### config.mk
export PLATFORM = sky130hd
export DESIGN_NAME = tlg_ctrl
export DESIGN_NICKNAME = d
export VERILOG_FILES = /design/src/hdl/tlg_pkg.sv /design/src/hdl/tlg_ctrl.sv
export SDC_FILE = /design/constraint.sdc
export NUM_CORES = 1
export LEC_CHECK = 0
export BUFFER_PORTS_ARGS = -buffer_cell sky130_fd_sc_hd__clkbuf_2
export CORE_AREA = 2 2 62 93
export DETAILED_ROUTE_END_ITERATION = 16
export DIE_AREA = 0 0 64 95
export GPL_TIMING_DRIVEN = 0
export PLACE_DENSITY = 0.53
export SLEW_MARGIN = 30
export SYNTH_ARGS = -nofsm -noshare
export SYNTH_HDL_FRONTEND = slang
export SYNTH_SLANG_ARGS = --single-unit
### constraint.sdc
create_clock -name clk -period 5.25 [get_ports clk]
set_input_delay 0.2625 -clock clk [delete_from_list [all_inputs] [get_ports clk]]
set_output_delay 0.2625 -clock clk [all_outputs]
set_load 0.05 [all_outputs]
### src/hdl/tlg_pkg.sv
// ----------------------------------------------------------------------------
// tlg_pkg
// Shared types, codes and the B3/S23 cell rule for the toroidal life engine.
// ----------------------------------------------------------------------------
package tlg_pkg;

  // Item field widths
  localparam int FUNC_W     = 2;
  localparam int CELL_IDX_W = 6;

  // Configuration port
  localparam int CFG_IDX_W  = 2;
  localparam int CFG_DATA_W = 7;

  localparam logic [CFG_IDX_W-1:0] REG_ROWS = 2'd0;
  localparam logic [CFG_IDX_W-1:0] REG_COLS = 2'd1;

  // Item operations
  typedef enum logic [FUNC_W-1:0] {
    FUNC_SET   = 2'd0,
    FUNC_CLEAR = 2'd1,
    FUNC_STEP  = 2'd2,
    FUNC_READ  = 2'd3
  } func_t;

  // Neighborhood
  localparam int NBR_COUNT = 8;
  localparam int NBR_W     = $clog2(NBR_COUNT + 1);

  localparam logic [NBR_W-1:0] BIRTH_CNT   = NBR_W'(3);
  localparam logic [NBR_W-1:0] SURVIVE_CNT = NBR_W'(2);

  // Generation sequencer: counter values at which the row buffers load and the first step runs
  localparam int GEN_LD_TOP     = 1;
  localparam int GEN_LD_MID     = 2;
  localparam int GEN_FIRST_STEP = 3;

  // Controller to datapath commands
  typedef struct packed {
    logic cap;          // capture item fields
    logic rd_en;        // memory read
    logic rd_gen;       // read address from the generation sequencer
    logic ld_top;       // load row-above buffer
    logic ld_mid;       // load center buffer and saved first row
    logic step;         // compute and write one new row, shift buffers
    logic use_first;    // row below is the saved first row
    logic set_wr;       // write back the modified row of a set
    logic clr;          // clear the whole grid
    logic ld_out_zero;  // result register takes 0
    logic ld_out_read;  // result register takes the cell read
  } tlg_cmd_t;

  function automatic logic life_next(input logic alive, input logic [NBR_W-1:0] cnt);
    return (cnt == BIRTH_CNT) || (alive && (cnt == SURVIVE_CNT));
  endfunction

endpackage

### src/hdl/tlg_ctrl.sv
// ----------------------------------------------------------------------------
// tlg_ctrl
// Item sequencer: handshakes, result valid and the row schedule of a
// generation step.
// ----------------------------------------------------------------------------
module tlg_ctrl import tlg_pkg::*; #(
  parameter int MAX_ROWS = 64
) (
  input  logic                           clk,
  input  logic                           rst_n,
  input  logic                           in_valid,
  output logic                           in_stall,
  input  logic [FUNC_W-1:0]              in_func,
  output logic                           out_valid,
  input  logic                           out_stall,
  input  logic [$clog2(MAX_ROWS+1)-1:0]  nr,
  output tlg_cmd_t                       cmd,
  output logic [$clog2(MAX_ROWS)-1:0]    gen_rd_row,
  output logic [$clog2(MAX_ROWS)-1:0]    gen_wr_row
);

  localparam int RAW  = $clog2(MAX_ROWS);
  localparam int RIW  = $clog2(MAX_ROWS + 1);
  localparam int CNTW = $clog2(MAX_ROWS + 3);

  typedef enum logic [3:0] {
    ST_IDLE = 4'b0001,
    ST_READ = 4'b0010,
    ST_SET  = 4'b0100,
    ST_GEN  = 4'b1000
  } state_t;

  state_t          state_r, state_nxt;
  logic [CNTW-1:0] cnt_r, cnt_nxt;
  logic            out_valid_r, out_valid_nxt;
  logic            accept;
  logic            out_taken;
  logic [CNTW-1:0] nr_ext;
  logic            gen_last;

  assign in_stall  = (state_r != ST_IDLE) || (out_valid_r && out_stall);
  assign accept    = in_valid && !in_stall;
  assign out_taken = out_valid_r && !out_stall;
  assign out_valid = out_valid_r;

  assign nr_ext   = CNTW'(nr);
  assign gen_last = cnt_r == (nr_ext + CNTW'(2));

  assign gen_rd_row = (cnt_r == '0) ? RAW'(nr - RIW'(1)) : RAW'(cnt_r - CNTW'(1));
  assign gen_wr_row = gen_last ? RAW'(nr - RIW'(1)) : RAW'(cnt_r - CNTW'(GEN_FIRST_STEP));

  always_comb begin
    cmd       = '0;
    state_nxt = state_r;
    cnt_nxt   = cnt_r;
    case (state_r)
      ST_IDLE: begin
        cnt_nxt = '0;
        if (accept) begin
          cmd.cap = 1'b1;
          case (func_t'(in_func))
            FUNC_SET: begin
              cmd.rd_en       = 1'b1;
              cmd.ld_out_zero = 1'b1;
              state_nxt       = ST_SET;
            end
            FUNC_CLEAR: begin
              cmd.clr         = 1'b1;
              cmd.ld_out_zero = 1'b1;
            end
            FUNC_STEP: begin
              cmd.ld_out_zero = 1'b1;
              state_nxt       = ST_GEN;
            end
            FUNC_READ: begin
              cmd.rd_en = 1'b1;
              state_nxt = ST_READ;
            end
            default: begin
              cmd.ld_out_zero = 1'b1;
            end
          endcase
        end
      end
      ST_READ: begin
        cmd.ld_out_read = 1'b1;
        state_nxt       = ST_IDLE;
      end
      ST_SET: begin
        cmd.set_wr = 1'b1;
        state_nxt  = ST_IDLE;
      end
      ST_GEN: begin
        cmd.rd_gen    = 1'b1;
        cmd.rd_en     = cnt_r <= nr_ext;
        cmd.ld_top    = cnt_r == CNTW'(GEN_LD_TOP);
        cmd.ld_mid    = cnt_r == CNTW'(GEN_LD_MID);
        cmd.step      = cnt_r >= CNTW'(GEN_FIRST_STEP);
        cmd.use_first = gen_last;
        cnt_nxt       = cnt_r + CNTW'(1);
        if (gen_last) begin
          state_nxt = ST_IDLE;
          cnt_nxt   = '0;
        end
      end
      default: begin
        state_nxt = ST_IDLE;
        cnt_nxt   = '0;
      end
    endcase
  end

  always_comb begin
    if (cmd.ld_out_zero || cmd.ld_out_read) begin
      out_valid_nxt = 1'b1;
    end else if (out_taken) begin
      out_valid_nxt = 1'b0;
    end else begin
      out_valid_nxt = out_valid_r;
    end
  end

  always_ff @(posedge clk) begin
    if (!rst_n) begin
      state_r     <= ST_IDLE;
      cnt_r       <= '0;
      out_valid_r <= 1'b0;
    end else begin
      state_r     <= state_nxt;
      cnt_r       <= cnt_nxt;
      out_valid_r <= out_valid_nxt;
    end
  end

  // The read and set follow-up states always return to idle on the next cycle
  a_read_done: assert property (@(posedge clk) disable iff (!rst_n)
    (state_r == ST_READ) || (state_r == ST_SET) |=> (state_r == ST_IDLE))
    else $error("read/set follow-up did not return to idle");

  // Generation counter stays within rows + 2
  a_gen_bound: assert property (@(posedge clk) disable iff (!rst_n)
    (state_r == ST_GEN) |-> (cnt_r <= (nr_ext + CNTW'(2))))
    else $error("generation counter overran");

  // Generation reads and writes stay inside the rows in use
  a_gen_rows: assert property (@(posedge clk) disable iff (!rst_n)
    (state_r == ST_GEN) && cmd.step |-> (RIW'(gen_wr_row) < nr))
    else $error("generation write outside rows in use");

  a_gen_rd: assert property (@(posedge clk) disable iff (!rst_n)
    (state_r == ST_GEN) && cmd.rd_en |-> (RIW'(gen_rd_row) < nr))
    else $error("generation read outside rows in use");

  // A result only appears after an accept or a cell read
  a_out_src: assert property (@(posedge clk) disable iff (!rst_n)
    $rose(out_valid_r) |-> ($past(state_r) == ST_IDLE) || ($past(state_r) == ST_READ))
    else $error("result valid raised from an unexpected state");

endmodule

### Word-level counts from Yosys, hierarchy flattened

Cells that the tools add are included.
W data, S select, Z words.

* add/subtract/negate cells: 5
* order comparisons: 2
* equality and inequality tests: 14
* muxes and demuxes: 21
* reductions and logical operators: 14

Operator list (number)
* $pmux W7 S2: 1
* $mux W6: 2
* $pmux W4 S3: 1
* $sub A6 B1 Y6 const B: 2
* $mux W1: 8
* $mux W4: 2
* $ne A4 B1 Y1 const B: 2
* $pmux W4 S2: 1
* $add A7 B1 Y7 const B: 1
* $add A7 B2 Y7 const B: 1
* $eq A7 B1 Y1 const B: 1
* $eq A7 B2 Y1 const B: 1
* $eq A7 B7 Y1: 1
* $ge A7 B2 Y1 const B: 1
* $le A7 B7 Y1: 1
* $logic_not A7 Y1: 1
* $mux W7: 1
* $mux W2: 3
* $sub A6 B2 Y6 const B: 1
* $mux W5: 1
* $eq A2 B2 Y1 const B: 2
* $eq A4 B1 Y1 const B: 1
* $eq A4 B2 Y1 const B: 1
* $eq A4 B3 Y1 const B: 1
* other kinds (12): 18

* bits in registers: 12
* bits of input ports: 13
* output and inout port bits: 25
* logic and storage cells: 59

### Depth between registers and ports, before layout

* word-level depth: 8
* depth in mapped cells: 9
* depth with buffers taken out: 8

### Worst setup path before layout

Ideal clock, no wire load.

* path type: reg2out
* start: register cnt_r[0]
* end: output port gen_wr_row[3]
* arrival time: 2.465 ns
* data required time: 4.988 ns
* slack: 2.522 ns
* stages on the path, launching flop included: 8
* cell sequence: dfxtp_1 clkbuf_1 inv_1 ha_1 nand3b_1 a2111oi_4 nand2_4 mux2i_1

* cells in the longest elaborated chain, start to end: 2
* elaborated cells on any way between the ends: 3
* those cells by class: 1 x add/sub; 1 x eq/ne; 1 x mux

Ends and longest elaborated chain
* start, declared: RTL line tlg_ctrl.sv:34 `logic [CNTW-1:0] cnt_r, cnt_nxt;`
* start signal, assigned: RTL line tlg_ctrl.sv:130 `cnt_r <= cnt_nxt;`
* $sub A6 B2 Y6 or $eq A7 B7 Y1 (tied branches): RTL line tlg_ctrl.sv:50, tlg_ctrl.sv:47
* $mux W6 *: RTL line tlg_ctrl.sv:50 `assign gen_wr_row = gen_last ? RAW'(nr - RIW'(1)) : RAW'(cnt_r - CNTW'(GEN_FIRST_STEP));`
* end, declared: RTL line tlg_ctrl.sv:19 `output logic [$clog2(MAX_ROWS)-1:0] gen_wr_row`

Mark *: on every way between the ends. The rest lies on a longest branch, timed or not.

### Worst setup path after layout

* start: register cnt_r[0]
* end: output port gen_wr_row[5]

The elaborated chain is that of the path after synthesis.

==> key figures <==
Status
  – Status: finished, final reports clean

Logic synthesis
  – Syn Nets: around 220
  – Dominant cell type by area after synthesis: dfxtp_1
  – Top post-synthesis cells by area: dfxtp_1 16%, ha_1 15%, xnor2_1 6.4%
  – Syn Inst Count: around 190
  – Post-synthesis simple-gate area fraction: 0.251
  – Netlist cell types: 50
  – Post-synth EDFFs: 0
  – Synthesis Warnings: 0
  – Ys flop type: dfxtp_1
  – Yosys top cell area share: 0.161
  – Post-Synth XOR/XNOR Area: 0.120
  – Mux contribution to synthesized area: 0.0376
  – Yosys reg bits: 12
  – Synth Area in Adders: 0.151
  – Largest family of logic cells by synthesized area: simple AND/OR/NAND/NOR gates
  – Synth Area in Compound Gates: 0.190
  – Async set or reset register ratio after synthesis: 0
  – Mapped cell area: around 0.0015 mm^2
  – Syn Area/Cell: ~8 um^2
  – Register area share after synthesis: 0.161

Drt
  – Final WL: 3830 um
  – Routed via count: roughly 1400
  – DR WL/cell: 12.9 um
  – Vias/cell: between 4 and 5
  – Detailed Routing Iterations Pass 1: 4
  – Antenna-violating nets left: 0
  – DR DRC count: 0
  – DR iter-0 viols: 43

Timing
  – Final Hold Vio Count: 0
  – Worst-margin pin slew: between 500 and 600 ps
  – Period utilization: 0.595
  – Min cycle time layout: between 3000 and 4000 ps
  – Worst Skew: 0.801 ps
  – Sum Neg Setup Slack: 0 ps
  – Slew Limit Fails: 0
  – # setup viols final: 0
  – RSZ-0062 raised after global routing: no
  – FMAX: between 0.3 and 0.4 GHz
  – Relative slew slack: 0.628

Floorplan
  – Die Ht: approximately 95 um
  – Die X: between 60 and 70 um
  – Io pins: 38
  – Die Area: 0.00608 mm^2
  – Core footprint: 0.00533 mm^2
  – Site Rows: 33
  – Initial core utilization: 0.281

Power
  – Reg power frac: 0.325
  – Peak VDD IR: 0.104 mV
  – Int Power: ~0.19 mW
  – Comb pwr share: 0.321
  – Switching portion of total power: 0.353
  – Psw: between 0.1 and 0.15 mW
  – Clk pwr share: 0.353
  – Pleak: ~0.85 nW
  – PwrDens: ~160 mW/mm^2

Clock tree
  – CTS tree: built
  – Insertion delay to the later sink of the worst-skew pair: 240 ps
  – Clk sinks: 12
  – Clock root cell: clkbuf_8
  – Post-CTS Setup Bufs: 0
  – CTS Buffer Depth: 2
  – Worst-path clk slew: around 50 ps
  – CTS hold repair buffers: 0
  – H-tree depth: 1
  – TritonCTS buffer count: 3
  – CTS resizes: 0

Run
  – Max-Cap Viols: 0

Critical path
  – Max stage delay on crit path: 400 ps
  – Crit path max-delay family: buffers and inverters
  – CP max stage cell: dfxtp_1
  – Crit-path cells: clkbuf_1, inv_1, ha_1, nand3b_1, a2111oi_4, nand2_4, buf_6, o21ai_2, clkbuf_2
  – Worst Path Arrival: 2860 ps
  – CP endpoint kind: output port
  – Crit Path Max Fanout: 10
  – Worst Path Buf+Inv: 4
  – Worst setup SP type: flop
  – Crit Path Class: flop to output port
  – WP data required: between 4000 and 5000 ps

Placed design
  – Placer Congestion: approximately 0.76
  – DP Wirelength: 3160 um
  – Placed Area: 0.00176 mm^2
  – I/O Buffers: 35

Cells and area
  – Most common cell after layout, fill and taps aside: clkbuf_2
  – Layout area overhead: 21.2%
  – Commonest cells after routing, fill and taps aside: 35 x clkbuf_2, 20 x nand2_1, 18 x ha_1, 15 x inv_1, 12 x dfxtp_1
  – Final nets: 259
  – Antenna cells: 0
  – Cell area after layout: between 0.0015 and 0.002 mm^2
  – Fillers: 571
  – Fraction of layout cells with a size suffix above 1: 0.260

Global routing
  – GRT met3 Usage: 0.0238
  – Vias in the first global route: between 1000 and 1500
  – Largest net degree at the start of global routing: 11
  – M1 GR Usage: 0.150
  – Met2 Use GR: 0.246
  – Total GRT Usage: 0.132
  – Congestion Overflow GR: 0
  – Initial antenna violation count: 0
  – Grt peak-use layer: met2
  – Global-route wire length before repair: about 6400 um

Worst hold path
  – Hold Path Class: primary input to flop
-- power groups by stage --
| stage | combinational [mW] | sequential [mW] | clock (mW) |
|---|---|---|---|
| 2_1_floorplan | 0.0681 | 0.0986 | 0 |
| 3_3_place_gp | 0.0932 | 0.0965 | 0 |
| 3_5_place_dp | 0.0938 | 0.0966 | 0 |
| 4_1_cts | 0.0940 | 0.0946 | 0.105 |
| 5_1_grt | 0.101 | 0.0949 | 0.109 |
| 6_report | 0.0934 | 0.0946 | 0.103 |
-- layer usage --
metal  up-vias  part of all wire
li1        726                 -
met1       642              0.42
met2        44              0.51
met3         6             0.047
met5         -                 0
met4         0             0.020
-- tightest hold or removal path, stage by stage --
cell and delay (ps):
clkbuf_2 90, a211oi_1 70, nor2b_1 90
-- sequential cells by signal, indices dropped and copies added, names as in the netlist --
register,cells
state_r,4
cnt_r,7
out_valid,1
-- metrics by stage --
step	utilization	hold WS [ps]	power (mW)	std cells	setup slack, ps
5_1_grt	0.341	327	0.305	297	1940
6_report	0.341	303	0.291	297	2130
4_1_cts	0.341	300	0.293	297	2110
3_5_place_dp	0.330	536	0.190	293	2380
2_1_floorplan	-	437	0.167	188	2520
3_3_place_gp	0.330	534	0.190	293	2380
-- path summary, 6_finish.rpt --
path,from,to,slack (ps),depth (start not counted)
worst min register to register,out_valid$_SDFFE_PN0P_,out_valid$_SDFFE_PN0P_,550,2
worst min-delay path,out_stall,out_valid$_SDFFE_PN0P_,300,3
worst max-delay path,cnt_r[0]$_SDFFE_PN0N_,gen_wr_row[5],2130,9
worst max register to register,cnt_r[0]$_SDFFE_PN0N_,cnt_r[3]$_SDFFE_PN0N_,2780,8
-- kinds of logic (layout without fill, tap and decap cells) --
family | count (synthesis) | after routing
AND/OR/NAND/NOR | 69 | 69
AO/OA/AOI/OAI | 38 | 38
buffers and inverters | 27 | 66
XOR/XNOR | 19 | 19
adder cells (fa/ha/maj) | 18 | 18
flip-flops | 12 | 12
multiplexers | 5 | 5
-- cells in the mapped netlist, types with 5 or more instances --
| cell | instances |
|---|---|
| a21oi_1 | 8 |
| and3_1 | 7 |
| dfxtp_1 | 12 |
| ha_1 | 18 |
| inv_1 | 15 |
| nand2_1 | 20 |
| nand3_1 | 6 |
| nor2_1 | 11 |
| nor2b_1 | 5 |
| nor3_1 | 5 |
| o21ai_0 | 9 |
| xnor2_1 | 11 |
| xor2_1 | 7 |
-- layout make-up --
type                            count  area, um^2  area share
Multi-Input combinational cell    149        1120       0.618
Sequential cell                    12         240       0.132
Timing Repair Buffer               35         175      0.0966
Tap cell                           70        87.6      0.0483
Buffer                             11        75.1      0.0414
Inverter                           16        60.1      0.0331
Clock buffer                        4        55.1      0.0303
No activity file was read; power rests on OpenSTA's default activity.
